File: config.mk
export PLATFORM = sky130hd
export DESIGN_NAME = vp8_vp9_rtp_descriptor_parser_core
export DESIGN_NICKNAME = d
export VERILOG_FILES = /design/src/rtl/core/vpdp_pkg.sv /design/src/rtl/core/vpdp_parse.sv /design/src/rtl/core/vpdp_area.sv /design/src/rtl/core/vpdp_best.sv /design/src/rtl/core/vp8_vp9_rtp_descriptor_parser_core.sv
export SDC_FILE = /design/constraint.sdc
export NUM_CORES = 2
export LEC_CHECK = 0
export BUFFER_PORTS_ARGS = -buffer_cell sky130_fd_sc_hd__buf_4
export CORE_MARGIN = 4
export CORE_UTILIZATION = 65
export DETAILED_ROUTE_END_ITERATION = 16
export GPL_TIMING_DRIVEN = 0
export MAX_ROUTING_LAYER = met4
export PLACE_DENSITY = 0.92
export SYNTH_ARGS = -nofsm -noshare
export SYNTH_HDL_FRONTEND = slang
export SYNTH_HIERARCHICAL = 1
export SYNTH_SLANG_ARGS = --single-unit
File: constraint.sdc
create_clock -name clk_i -period 10.37 [get_ports clk_i]
set_input_delay 3.111 -clock clk_i [delete_from_list [all_inputs] [get_ports clk_i]]
set_output_delay 3.111 -clock clk_i [all_outputs]
set_load 0.01 [all_outputs]
File: src/rtl/core/vpdp_pkg.sv
// ----------------------------------------------------------------------------
// vpdp_pkg
// Shared types and constants of the VP8/VP9 RTP descriptor parser.
// ----------------------------------------------------------------------------
package vpdp_pkg;

  typedef enum logic [16:0] {
    PH_FIRST   = 17'h00001,
    PH_PAYLOAD = 17'h00002,
    V8_EXT     = 17'h00004,
    V8_PID1    = 17'h00008,
    V8_PID2    = 17'h00010,
    V8_TL0     = 17'h00020,
    V8_TK      = 17'h00040,
    V9_PID1    = 17'h00080,
    V9_PID2    = 17'h00100,
    V9_LAYER   = 17'h00200,
    V9_TL0     = 17'h00400,
    V9_REF     = 17'h00800,
    V9_SS      = 17'h01000,
    V9_SIZE    = 17'h02000,
    V9_NG      = 17'h04000,
    V9_PG      = 17'h08000,
    V9_PDIFF   = 17'h10000
  } phase_e;

  typedef struct packed {
    logic sync;
    logic size;
    logic key;
    logic vp9;
  } status_t;

  // per-word summary handed down the pipeline
  typedef struct packed {
    logic [7:0]  out_byte;
    logic        is_payload;
    logic        done;
    logic [7:0]  desc_len;
    logic        key_frame;
    logic        size_valid;
    logic [15:0] width;
    logic [15:0] height;
    logic [1:0]  wscale;
    logic [1:0]  hscale;
    logic        incomplete;
  } sum_t;

  // VP8 payload header byte offsets
  localparam logic [3:0] OFS_KEY   = 4'd0;
  localparam logic [3:0] OFS_SYNC0 = 4'd3;
  localparam logic [3:0] OFS_SYNC1 = 4'd4;
  localparam logic [3:0] OFS_SYNC2 = 4'd5;
  localparam logic [3:0] OFS_W_LO  = 4'd6;
  localparam logic [3:0] OFS_W_HI  = 4'd7;
  localparam logic [3:0] OFS_H_LO  = 4'd8;
  localparam logic [3:0] OFS_H_HI  = 4'd9;
  localparam logic [3:0] OFS_SAT   = 4'd10;

  localparam logic [7:0] SYNC_B0 = 8'h9d;
  localparam logic [7:0] SYNC_B1 = 8'h01;
  localparam logic [7:0] SYNC_B2 = 8'h2a;

  localparam logic [2:0] SIZE_BYTES = 3'd4;

endpackage

File: src/rtl/core/vpdp_parse.sv
// ----------------------------------------------------------------------------
// vpdp_parse
// Descriptor walk, one byte per word, with the packet summary registered.
// ----------------------------------------------------------------------------
module vpdp_parse (
  input  logic           clk_i,
  input  logic           rst_ni,
  input  logic           codec_i,
  input  logic           in_valid_i,
  output logic           in_ready_o,
  input  logic [7:0]     in_byte_i,
  input  logic           in_first_i,
  input  logic           in_last_i,
  output logic           out_valid_o,
  input  logic           out_ready_i,
  output vpdp_pkg::sum_t out_o
);
  import vpdp_pkg::*;

  function automatic phase_e v8_after_tl0(input logic [7:0] f);
    return (f[5:4] != 2'b00) ? V8_TK : PH_PAYLOAD;
  endfunction

  function automatic phase_e v8_after_pid(input logic [7:0] f);
    return f[6] ? V8_TL0 : v8_after_tl0(f);
  endfunction

  function automatic phase_e v9_after_sizes(input logic [7:0] f);
    return f[0] ? V9_NG : PH_PAYLOAD;
  endfunction

  function automatic phase_e v9_after_ref(input logic [7:0] f);
    return f[1] ? V9_SS : PH_PAYLOAD;
  endfunction

  function automatic phase_e v9_after_layer(input logic [7:0] f);
    return (f[6] && f[4]) ? V9_REF : v9_after_ref(f);
  endfunction

  function automatic phase_e v9_after_pid(input logic [7:0] f);
    return f[5] ? V9_LAYER : v9_after_layer(f);
  endfunction

  phase_e      phase_q, phase_d, cur_phase, nxt_phase;
  logic [7:0]  flags_q, flags_d, cur_flags, nxt_flags;
  logic [2:0]  skip_q, skip_d, cur_skip, nxt_skip;
  logic [3:0]  layers_q, layers_d, cur_layers, nxt_layers;
  logic [7:0]  groups_q, groups_d, cur_groups, nxt_groups;
  logic [3:0]  ofs_q, ofs_d, cur_ofs, nxt_ofs;
  logic [7:0]  hcnt_q, hcnt_d, cur_hcnt, nxt_hcnt;
  logic [15:0] cap_w_q, cap_w_d, cur_cap_w, nxt_cap_w;
  logic [15:0] cap_h_q, cap_h_d, cur_cap_h, nxt_cap_h;
  logic [31:0] cap_area_q, cap_area_d, cur_area, nxt_area;
  logic [23:0] lw_q, nxt_lw;
  status_t     st_q, st_d, cur_st, nxt_st;
  logic        v_q, v_d;
  sum_t        sum_q, sum_d;
  logic        acc, is_pay;
  logic [15:0] lay_w, lay_h;
  logic [31:0] lay_area;

  assign acc        = in_valid_i && in_ready_o;
  assign in_ready_o = !v_q || out_ready_i;

  assign lay_w    = lw_q[23:8];
  assign lay_h    = {lw_q[7:0], in_byte_i};
  assign lay_area = lay_w * lay_h;

  always_comb begin
    cur_phase  = in_first_i ? PH_FIRST : phase_q;
    cur_flags  = in_first_i ? 8'h00 : flags_q;
    cur_skip   = in_first_i ? 3'd0 : skip_q;
    cur_layers = in_first_i ? 4'd0 : layers_q;
    cur_groups = in_first_i ? 8'h00 : groups_q;
    cur_ofs    = in_first_i ? 4'd0 : ofs_q;
    cur_hcnt   = in_first_i ? 8'h00 : hcnt_q;
    cur_cap_w  = in_first_i ? 16'h0000 : cap_w_q;
    cur_cap_h  = in_first_i ? 16'h0000 : cap_h_q;
    cur_area   = in_first_i ? 32'h0 : cap_area_q;
    cur_st     = in_first_i ? status_t'('0) : st_q;

    nxt_phase  = cur_phase;
    nxt_flags  = cur_flags;
    nxt_skip   = cur_skip;
    nxt_layers = cur_layers;
    nxt_groups = cur_groups;
    nxt_ofs    = cur_ofs;
    nxt_hcnt   = cur_hcnt;
    nxt_cap_w  = cur_cap_w;
    nxt_cap_h  = cur_cap_h;
    nxt_area   = cur_area;
    nxt_st     = cur_st;
    nxt_lw     = lw_q;

    is_pay = (cur_phase == PH_PAYLOAD);

    if (is_pay) begin
      if (!cur_st.vp9) begin
        if (cur_flags[0]) begin
          unique case (cur_ofs)
            OFS_KEY:   if (!in_byte_i[0]) nxt_st.key = 1'b1;
            OFS_SYNC0: if (in_byte_i == SYNC_B0) nxt_st.sync = 1'b1;
            OFS_SYNC1: if (in_byte_i != SYNC_B1) nxt_st.sync = 1'b0;
            OFS_SYNC2: if (in_byte_i != SYNC_B2) nxt_st.sync = 1'b0;
            OFS_W_LO:  nxt_cap_w = {8'h00, in_byte_i};
            OFS_W_HI:  nxt_cap_w = {cur_cap_w[15:8] | in_byte_i, cur_cap_w[7:0]};
            OFS_H_LO:  nxt_cap_h = {8'h00, in_byte_i};
            OFS_H_HI: begin
              nxt_cap_h = {cur_cap_h[15:8] | in_byte_i, cur_cap_h[7:0]};
              if (cur_st.key && cur_st.sync) nxt_st.size = 1'b1;
            end
            default: ;
          endcase
        end
        if (cur_ofs < OFS_SAT) nxt_ofs = cur_ofs + 4'd1;
      end
    end else begin
      if (cur_hcnt != 8'hFF) nxt_hcnt = cur_hcnt + 8'd1;
      unique case (cur_phase)
        PH_FIRST: begin
          if (codec_i) begin
            nxt_st.vp9 = 1'b1;
            nxt_flags  = in_byte_i & 8'hFE;
            nxt_phase  = in_byte_i[7] ? V9_PID1 : v9_after_pid(nxt_flags);
          end else begin
            nxt_flags = {7'b0, in_byte_i[4]};
            nxt_phase = in_byte_i[7] ? V8_EXT : PH_PAYLOAD;
          end
        end
        V8_EXT: begin
          nxt_flags = {in_byte_i[7:4], 3'b000, cur_flags[0]};
          nxt_phase = in_byte_i[7] ? V8_PID1 : v8_after_pid(nxt_flags);
        end
        V8_PID1:  nxt_phase = in_byte_i[7] ? V8_PID2 : v8_after_pid(cur_flags);
        V8_PID2:  nxt_phase = v8_after_pid(cur_flags);
        V8_TL0:   nxt_phase = v8_after_tl0(cur_flags);
        V8_TK:    nxt_phase = PH_PAYLOAD;
        V9_PID1:  nxt_phase = in_byte_i[7] ? V9_PID2 : v9_after_pid(cur_flags);
        V9_PID2:  nxt_phase = v9_after_pid(cur_flags);
        V9_LAYER: nxt_phase = cur_flags[4] ? v9_after_layer(cur_flags) : V9_TL0;
        V9_TL0:   nxt_phase = v9_after_layer(cur_flags);
        V9_REF:   nxt_phase = in_byte_i[0] ? V9_REF : v9_after_ref(cur_flags);
        V9_SS: begin
          if (in_byte_i[3]) nxt_flags[0] = 1'b1;
          if (in_byte_i[4]) begin
            nxt_st.key = 1'b1;
            nxt_layers = {1'b0, in_byte_i[7:5]} + 4'd1;
            nxt_skip   = SIZE_BYTES;
            nxt_phase  = V9_SIZE;
          end else begin
            nxt_phase = v9_after_sizes(nxt_flags);
          end
        end
        V9_SIZE: begin
          nxt_lw   = {lw_q[15:0], in_byte_i};
          nxt_skip = cur_skip - 3'd1;
          if (nxt_skip == 3'd0) begin
            if (lay_area > cur_area) begin
              nxt_cap_w = lay_w;
              nxt_cap_h = lay_h;
              nxt_area  = lay_area;
            end
            nxt_layers = cur_layers - 4'd1;
            if (nxt_layers == 4'd0) begin
              nxt_st.size = 1'b1;
              nxt_phase   = v9_after_sizes(cur_flags);
            end else begin
              nxt_skip = SIZE_BYTES;
            end
          end
        end
        V9_NG: begin
          nxt_groups = in_byte_i;
          nxt_phase  = (in_byte_i != 8'h00) ? V9_PG : PH_PAYLOAD;
        end
        V9_PG: begin
          nxt_skip = {1'b0, in_byte_i[3:2]};
          if (nxt_skip != 3'd0) begin
            nxt_phase = V9_PDIFF;
          end else begin
            nxt_groups = cur_groups - 8'd1;
            nxt_phase  = (nxt_groups != 8'h00) ? V9_PG : PH_PAYLOAD;
          end
        end
        V9_PDIFF: begin
          nxt_skip = cur_skip - 3'd1;
          if (nxt_skip == 3'd0) begin
            nxt_groups = cur_groups - 8'd1;
            nxt_phase  = (nxt_groups != 8'h00) ? V9_PG : PH_PAYLOAD;
          end
        end
        default: nxt_phase = PH_PAYLOAD;
      endcase
    end

    sum_d            = '0;
    sum_d.out_byte   = in_byte_i;
    sum_d.is_payload = is_pay;
    sum_d.done       = in_last_i;
    if (in_last_i) begin
      sum_d.desc_len   = nxt_hcnt;
      sum_d.key_frame  = nxt_st.key;
      sum_d.size_valid = nxt_st.size;
      sum_d.incomplete = (nxt_phase != PH_PAYLOAD);
      if (nxt_st.size) begin
        if (nxt_st.vp9) begin
          sum_d.width  = nxt_cap_w;
          sum_d.height = nxt_cap_h;
        end else begin
          sum_d.width  = {2'b00, nxt_cap_w[13:0]};
          sum_d.height = {2'b00, nxt_cap_h[13:0]};
          sum_d.wscale = nxt_cap_w[15:14];
          sum_d.hscale = nxt_cap_h[15:14];
        end
      end
    end

    if (in_last_i) begin
      phase_d    = PH_FIRST;
      flags_d    = 8'h00;
      skip_d     = 3'd0;
      layers_d   = 4'd0;
      groups_d   = 8'h00;
      ofs_d      = 4'd0;
      hcnt_d     = 8'h00;
      cap_w_d    = 16'h0000;
      cap_h_d    = 16'h0000;
      cap_area_d = 32'h0;
      st_d       = '0;
    end else begin
      phase_d    = nxt_phase;
      flags_d    = nxt_flags;
      skip_d     = nxt_skip;
      layers_d   = nxt_layers;
      groups_d   = nxt_groups;
      ofs_d      = nxt_ofs;
      hcnt_d     = nxt_hcnt;
      cap_w_d    = nxt_cap_w;
      cap_h_d    = nxt_cap_h;
      cap_area_d = nxt_area;
      st_d       = nxt_st;
    end

    v_d = acc ? 1'b1 : (out_ready_i ? 1'b0 : v_q);
  end

  always_ff @(posedge clk_i or negedge rst_ni) begin
    if (!rst_ni) begin
      phase_q    <= PH_FIRST;
      flags_q    <= 8'h00;
      skip_q     <= 3'd0;
      layers_q   <= 4'd0;
      groups_q   <= 8'h00;
      ofs_q      <= 4'd0;
      hcnt_q     <= 8'h00;
      cap_w_q    <= 16'h0000;
      cap_h_q    <= 16'h0000;
      cap_area_q <= 32'h0;
      st_q       <= '0;
      v_q        <= 1'b0;
    end else begin
      v_q <= v_d;
      if (acc) begin
        phase_q    <= phase_d;
        flags_q    <= flags_d;
        skip_q     <= skip_d;
        layers_q   <= layers_d;
        groups_q   <= groups_d;
        ofs_q      <= ofs_d;
        hcnt_q     <= hcnt_d;
        cap_w_q    <= cap_w_d;
        cap_h_q    <= cap_h_d;
        cap_area_q <= cap_area_d;
        st_q       <= st_d;
      end
    end
  end

  always_ff @(posedge clk_i) begin
    if (acc) begin
      lw_q  <= nxt_lw;
      sum_q <= sum_d;
    end
  end

  assign out_valid_o = v_q;
  assign out_o       = sum_q;

  a_last_clears: assert property (@(posedge clk_i) disable iff (!rst_ni)
    acc && in_last_i |=> phase_q == PH_FIRST && hcnt_q == 8'h00 && st_q == '0)
    else $error("packet state not cleared after last word");

  a_summary_gated: assert property (@(posedge clk_i) disable iff (!rst_ni)
    out_valid_o && !out_o.done |-> out_o.desc_len == 8'h00 && !out_o.size_valid
                                   && !out_o.incomplete && !out_o.key_frame)
    else $error("summary fields set on a word that is not last");

  a_size_gated: assert property (@(posedge clk_i) disable iff (!rst_ni)
    out_valid_o && !out_o.size_valid |-> out_o.width == 16'h0000
                                         && out_o.height == 16'h0000)
    else $error("size reported without size_valid");

endmodule

File: src/rtl/core/vpdp_area.sv
// ----------------------------------------------------------------------------
// vpdp_area
// Pipeline stage that multiplies the packet width by height.
// ----------------------------------------------------------------------------
module vpdp_area (
  input  logic           clk_i,
  input  logic           rst_ni,
  input  logic           in_valid_i,
  output logic           in_ready_o,
  input  vpdp_pkg::sum_t in_i,
  output logic           out_valid_o,
  input  logic           out_ready_i,
  output vpdp_pkg::sum_t out_o,
  output logic [31:0]    area_o
);
  import vpdp_pkg::*;

  logic        v_q;
  logic        acc;
  sum_t        sum_q;
  logic [31:0] area_q, area_d;

  assign in_ready_o = !v_q || out_ready_i;
  assign acc        = in_valid_i && in_ready_o;
  assign area_d     = in_i.width * in_i.height;

  always_ff @(posedge clk_i or negedge rst_ni) begin
    if (!rst_ni) begin
      v_q <= 1'b0;
    end else if (acc) begin
      v_q <= 1'b1;
    end else if (out_ready_i) begin
      v_q <= 1'b0;
    end
  end

  always_ff @(posedge clk_i) begin
    if (acc) begin
      sum_q  <= in_i;
      area_q <= area_d;
    end
  end

  assign out_valid_o = v_q;
  assign out_o       = sum_q;
  assign area_o      = area_q;

endmodule

File: src/rtl/core/vpdp_best.sv
// ----------------------------------------------------------------------------
// vpdp_best
// Largest-area resolution tracker and output register.
// ----------------------------------------------------------------------------
module vpdp_best (
  input  logic           clk_i,
  input  logic           rst_ni,
  input  logic           in_valid_i,
  output logic           in_ready_o,
  input  vpdp_pkg::sum_t in_i,
  input  logic [31:0]    area_i,
  output logic           out_valid_o,
  input  logic           out_ready_i,
  output vpdp_pkg::sum_t out_o,
  output logic [15:0]    best_width_o
);
  import vpdp_pkg::*;

  logic        v_q;
  logic        acc, upd;
  sum_t        sum_q;
  logic [15:0] best_w_q, best_w_d;
  logic [31:0] best_area_q, best_area_d;
  logic [15:0] bw_q;

  assign in_ready_o = !v_q || out_ready_i;
  assign acc        = in_valid_i && in_ready_o;
  assign upd        = in_i.done && in_i.size_valid && (area_i > best_area_q);
  assign best_w_d    = upd ? in_i.width : best_w_q;
  assign best_area_d = upd ? area_i : best_area_q;

  always_ff @(posedge clk_i or negedge rst_ni) begin
    if (!rst_ni) begin
      v_q         <= 1'b0;
      best_w_q    <= 16'h0000;
      best_area_q <= 32'h0;
    end else begin
      if (acc) begin
        v_q         <= 1'b1;
        best_w_q    <= best_w_d;
        best_area_q <= best_area_d;
      end else if (out_ready_i) begin
        v_q <= 1'b0;
      end
    end
  end

  always_ff @(posedge clk_i) begin
    if (acc) begin
      sum_q <= in_i;
      bw_q  <= best_w_d;
    end
  end

  assign out_valid_o  = v_q;
  assign out_o        = sum_q;
  assign best_width_o = bw_q;

  a_area_monotone: assert property (@(posedge clk_i) disable iff (!rst_ni)
    best_area_q >= $past(best_area_q))
    else $error("best area decreased");

  a_width_tracks_area: assert property (@(posedge clk_i) disable iff (!rst_ni)
    (best_area_q == 32'h0) == (best_w_q == 16'h0000))
    else $error("best width and area disagree");

endmodule

File: src/rtl/core/vp8_vp9_rtp_descriptor_parser_core.sv
// ----------------------------------------------------------------------------
// vp8_vp9_rtp_descriptor_parser_core
// VP8/VP9 RTP payload descriptor parser with packet summary and best size.
// ----------------------------------------------------------------------------
// Input words pass through the registered parse, multiply and best stages in order.
// Throughput: one word per cycle; stalls only on output backpressure.
// Reset: parse restarts at the first descriptor octet, codec select is VP8,
// best resolution is zero. No clearing pass.
module vp8_vp9_rtp_descriptor_parser_core (
  input  logic        clk_i,
  input  logic        rst_ni,
  input  logic        cfg_we_i,
  input  logic        cfg_wdata_i,    // codec_select
  input  logic        s_axis_tvalid_i,
  output logic        s_axis_tready_o,
  input  logic [7:0]  s_axis_tdata_i, // data_byte
  input  logic        s_axis_tuser_i, // first_byte
  input  logic        s_axis_tlast_i, // last_byte
  output logic        m_axis_tvalid_o,
  input  logic        m_axis_tready_i,
  // out_byte, descriptor_length, key_frame, size_valid, packet_width,
  // packet_height, width_scale, height_scale, best_width, header_incomplete
  output logic [71:0] m_axis_tdata_o,
  output logic        m_axis_tuser_o, // is_payload
  output logic        m_axis_tlast_o  // packet_done
);
  import vpdp_pkg::*;

  logic        codec_q;
  logic        p_valid, p_ready, a_valid, a_ready;
  sum_t        p_sum, a_sum, o_sum;
  logic [31:0] a_area;
  logic [15:0] best_width;

  always_ff @(posedge clk_i or negedge rst_ni) begin
    if (!rst_ni) begin
      codec_q <= 1'b0;
    end else if (cfg_we_i) begin
      codec_q <= cfg_wdata_i;
    end
  end

  vpdp_parse u_parse (
    .clk_i       (clk_i),
    .rst_ni      (rst_ni),
    .codec_i     (codec_q),
    .in_valid_i  (s_axis_tvalid_i),
    .in_ready_o  (s_axis_tready_o),
    .in_byte_i   (s_axis_tdata_i),
    .in_first_i  (s_axis_tuser_i),
    .in_last_i   (s_axis_tlast_i),
    .out_valid_o (p_valid),
    .out_ready_i (p_ready),
    .out_o       (p_sum)
  );

  vpdp_area u_area (
    .clk_i       (clk_i),
    .rst_ni      (rst_ni),
    .in_valid_i  (p_valid),
    .in_ready_o  (p_ready),
    .in_i        (p_sum),
    .out_valid_o (a_valid),
    .out_ready_i (a_ready),
    .out_o       (a_sum),
    .area_o      (a_area)
  );

  vpdp_best u_best (
    .clk_i        (clk_i),
    .rst_ni       (rst_ni),
    .in_valid_i   (a_valid),
    .in_ready_o   (a_ready),
    .in_i         (a_sum),
    .area_i       (a_area),
    .out_valid_o  (m_axis_tvalid_o),
    .out_ready_i  (m_axis_tready_i),
    .out_o        (o_sum),
    .best_width_o (best_width)
  );

  assign m_axis_tdata_o = {1'b0, o_sum.incomplete, best_width, o_sum.hscale, o_sum.wscale,
                           o_sum.height, o_sum.width, o_sum.size_valid, o_sum.key_frame,
                           o_sum.desc_len, o_sum.out_byte};
  assign m_axis_tuser_o = o_sum.is_payload;
  assign m_axis_tlast_o = o_sum.done;

endmodule
==> impl_results.md <==
- First-pass GRT wire length: 163900 um
- Final-report hold violation count: 0
- Crit path max-delay family: adder cells
- Asr flop ratio synth: 41.02%
- Distinct cells, synth: 105
- Initial DRC Count: 4086
- CP Data Required Time: 10850 ps
- Worst Max-Slew Pin Slew: 1077 ps
- Area grow syn2layout: 14.99%
- Die height: 244.6 um
- Max-slew violation count: 0
- Initial antenna violation count: 4
- Slew HR: 27.56%
- Die Area: 0.05983 mm2
- DRT Pass-1 Iters: 8
- Via Count: 29831
- Post-Layout Cell Count: 4523
- GPL Wtd Cong: 1.021
- Grt ovf: 0
- Syn Area/Cell: 10.28 um2
- Crit path arrival time: 11010 ps
- Most frequently used flop master after synthesis: edfxtp_1
- Flip-flop and latch area: 0.01153 mm2
- Ys Warns: 6
- Worst clock skew: 30.54 ps
- Design area: 0.04184 mm2
- Slowest library cell on the worst path: fa_1
- WP buf/inv: 11
- Synthesized cell area: 0.03639 mm2
- Placed Instance Area: 0.03840 mm2
- Fmax achieved: 0.09503 GHz
- Largest net degree at the start of global routing: 90
- Clock Sinks: 412
- Status: complete, but fails checks
- CTS tree: yes
- Final Critical Period: 10520 ps
- CP Class: in2reg
- Final ANT Viol Nets: 0
- Clock Latency Late Sink: 620 ps
- Port-buffer cells: 89
- Clock H-tree levels: 2
- Vias in the first global route: 30057
- Register area share after synthesis: 31.68%
- Fillers: 3250
- Clock buffer depth: 3
- EDFF count, synth: 243
- Power density over the cells: 195.4 mW/mm2
- Worst setup SP type: input pin
- Die width: 244.6 um
- Syn_nets: 4228
- Reg clk slew, reported paths: 60 ps
- Final Core Density: 75.65%
- Wire per inst: 24.51 um
- Tot GR Track Use: 35.92%
- Max FO, Critical Path: 17
- Final setup viols: 86
- Leak pwr: 18.71 nW
- Final WS setup: -152.9 ps
- Ports: 92
- Row count: 86
- CTS buffer count: 45
- Total Wirelength: 110900 um
- Max incr delay on CP: 540 ps
- Critical path launch point: s_axis_tdata_i[5]
- Fin crit share: 101.5%
- Net total in the final layout: 4421
- Remaining routing DRC violations: 0
- Core Area: 0.05531 mm2
- Root buf cell: clkbuf_16
- Number of max-cap violations: 0
- Peak supply drop: 0.3149 mV
- Synthesis-stage register bit count: 412
- Initial core utilization: 65.79%
- Mapped Cells: 3540
- Multi-input logic area: 0.02330 mm2
- Hold crit path type: reg2reg
- Vias per cell: 6.595
- Failing checks: negative setup slack
- Worst setup EP type: flop
- Proportion of layout cells with a drive suffix above 1: 14.62%
- RSZ-0062 raised after global routing: true
- HPWL Detailed: 75530 um
- Min-delay src: u_parse/out_o[40]$_SDFFCE_PN0P_
- Dpl cells: 4382
- Worst r2r src: u_parse/lw_q[21]$_DFFE_PP_
## per-stage QoR
step                      hold slack [ps]  total power, mW  setup TNS [ps]  setup slack [ps]
after CTS                           407.5            7.910               0             8.649
after floorplan                     400.3            5.100               0             2.424
after global placement              400.8            5.891         -166000             -1919
final                               407.6            8.176           -7076            -152.9
after global routing                415.2            8.747          -20940            -301.0
after detailed placement            404.5            6.095         -176670             -1975
## sequential cells by signal, indices dropped and copies added (netlist names), 5 cells and up
name	count
u_area/out_o	57
u_best/best_width_o	16
u_parse/cap_area_q	32
u_parse/hcnt_q	8
u_parse/lw_q	24
u_parse/groups_q	8
u_parse/out_o	57
u_parse/cap_h_q	16
u_best/out_o	57
u_parse/flags_q	5
u_area/area_o	32
u_best/best_w_q	16
u_best/best_area_q	32
u_parse/cap_w_q	16
u_parse/phase_q	17
## per-layer routing
| layer | vias up | global-route usage [%] | wire length, um |
|---|---|---|---|
| met2 | 2395 | 57.03 | 52130 |
| li1 | 12192 | - | - |
| met5 | - | - | 0 |
| met4 | 0 | 21.04 | 9086 |
| met1 | 14460 | 42.32 | 36570 |
| met3 | 784 | 8.147 | 13080 |
## kinds of logic (layout without fill, tap and decap cells)
group,after synthesis,count (layout),share of synthesized area (%)
and+or+nand+nor,1100,1100,15.24
buffers and inverters,713,943,7.610
adders and majority gates,672,672,31.11
AOI/OAI and AO/OA,508,508,10.44
DFF,412,412,31.68
muxes,70,70,2.366
xor gates and xnor gates,64,64,1.541
other,1,6,0.01031
## final timing paths
path,to,slack [ps],cells past startpoint
setup / recovery,u_parse/cap_area_q[28]$_DFFE_PN0P_,-150,33
hold / removal,u_area/out_o[40]$_DFFE_PP_,410,0
setup reg to reg,u_parse/cap_area_q[28]$_DFFE_PN0P_,940,31
hold reg to reg,u_area/out_o[40]$_DFFE_PP_,410,0
max in group asynchronous,u_parse/cap_area_q[18]$_DFFE_PN0P_,6890,2
min in group asynchronous,u_best/best_area_q[30]$_DFFE_PN0P_,2520,1
## area by class of cell
class / count / area share [%]
flip-flops and latches: 412 / 27.55
inverters: 542 / 4.863
well taps: 748 / 2.237
clock inverters: 36 / 0.9899
repair buffers: 158 / 3.565
clock buffers: 48 / 2.766
plain buffers: 159 / 2.303
diodes: 5 / 0.02991
multi-input cells: 2415 / 55.70
## layout by cell type (no fill, tap or decap), types with 11 or more instances in the layout
| cell type | instances |
|---|---|
| mux2_4 | 21 |
| a22oi_1 | 14 |
| o31ai_1 | 11 |
| a22o_1 | 46 |
| nand2b_1 | 19 |
| and2_1 | 252 |
| xnor2_1 | 42 |
| dfrtp_1 | 168 |
| ha_1 | 274 |
| o21a_1 | 11 |
| buf_2 | 11 |
| clkbuf_16 | 53 |
| buf_4 | 129 |
| nor2b_1 | 31 |
| nand4_1 | 30 |
| xor2_1 | 17 |
| inv_1 | 533 |
| o211ai_1 | 11 |
| a221oi_1 | 18 |
| nor4_1 | 18 |
| clkinv_1 | 11 |
| clkbuf_1 | 114 |
| fa_1 | 380 |
| o311a_4 | 16 |
| buf_6 | 25 |
| nand3_2 | 14 |
| nand3_1 | 39 |
| nand2_1 | 441 |
| edfxtp_1 | 243 |
| nor3_2 | 21 |
| mux2_2 | 44 |
| o21ai_0 | 71 |
| nor3_1 | 36 |
| a21o_1 | 34 |
| a21oi_1 | 96 |
| o32ai_2 | 13 |
| nor2_1 | 107 |
## report_power, final
| group | switching [mW] | internal (mW) |
|---|---|---|
| logic | 2.43 | 1.79 |
| registers | 0.156 | 2.08 |
| clock network | 0.742 | 0.974 |
## Yosys cell counts (54+ instances only)
cell,instances,area share [%]
inv_1,541,5.6
nand2_1,443,4.6
fa_1,388,21
ha_1,284,9.8
and2_1,258,4.4
edfxtp_1,243,20
dfrtp_1,168,12
clkbuf_1,136,1.4
a21oi_1,112,1.5
nor2_1,109,1.1
o21ai_0,76,1.0
nor3_1,64,0.88
nand3_1,54,0.74
## timing repair
action / 4_1_cts / 5_1_grt
hold buffers: 0 / 0
resized for setup: 97 / 170
gates cloned: 3 / 8
buffers inserted: 24 / 31
endpoints found under the setup margin: 100 / 100
pin swaps: 40 / 99
Note: power is estimated with default switching activity, not from simulation.
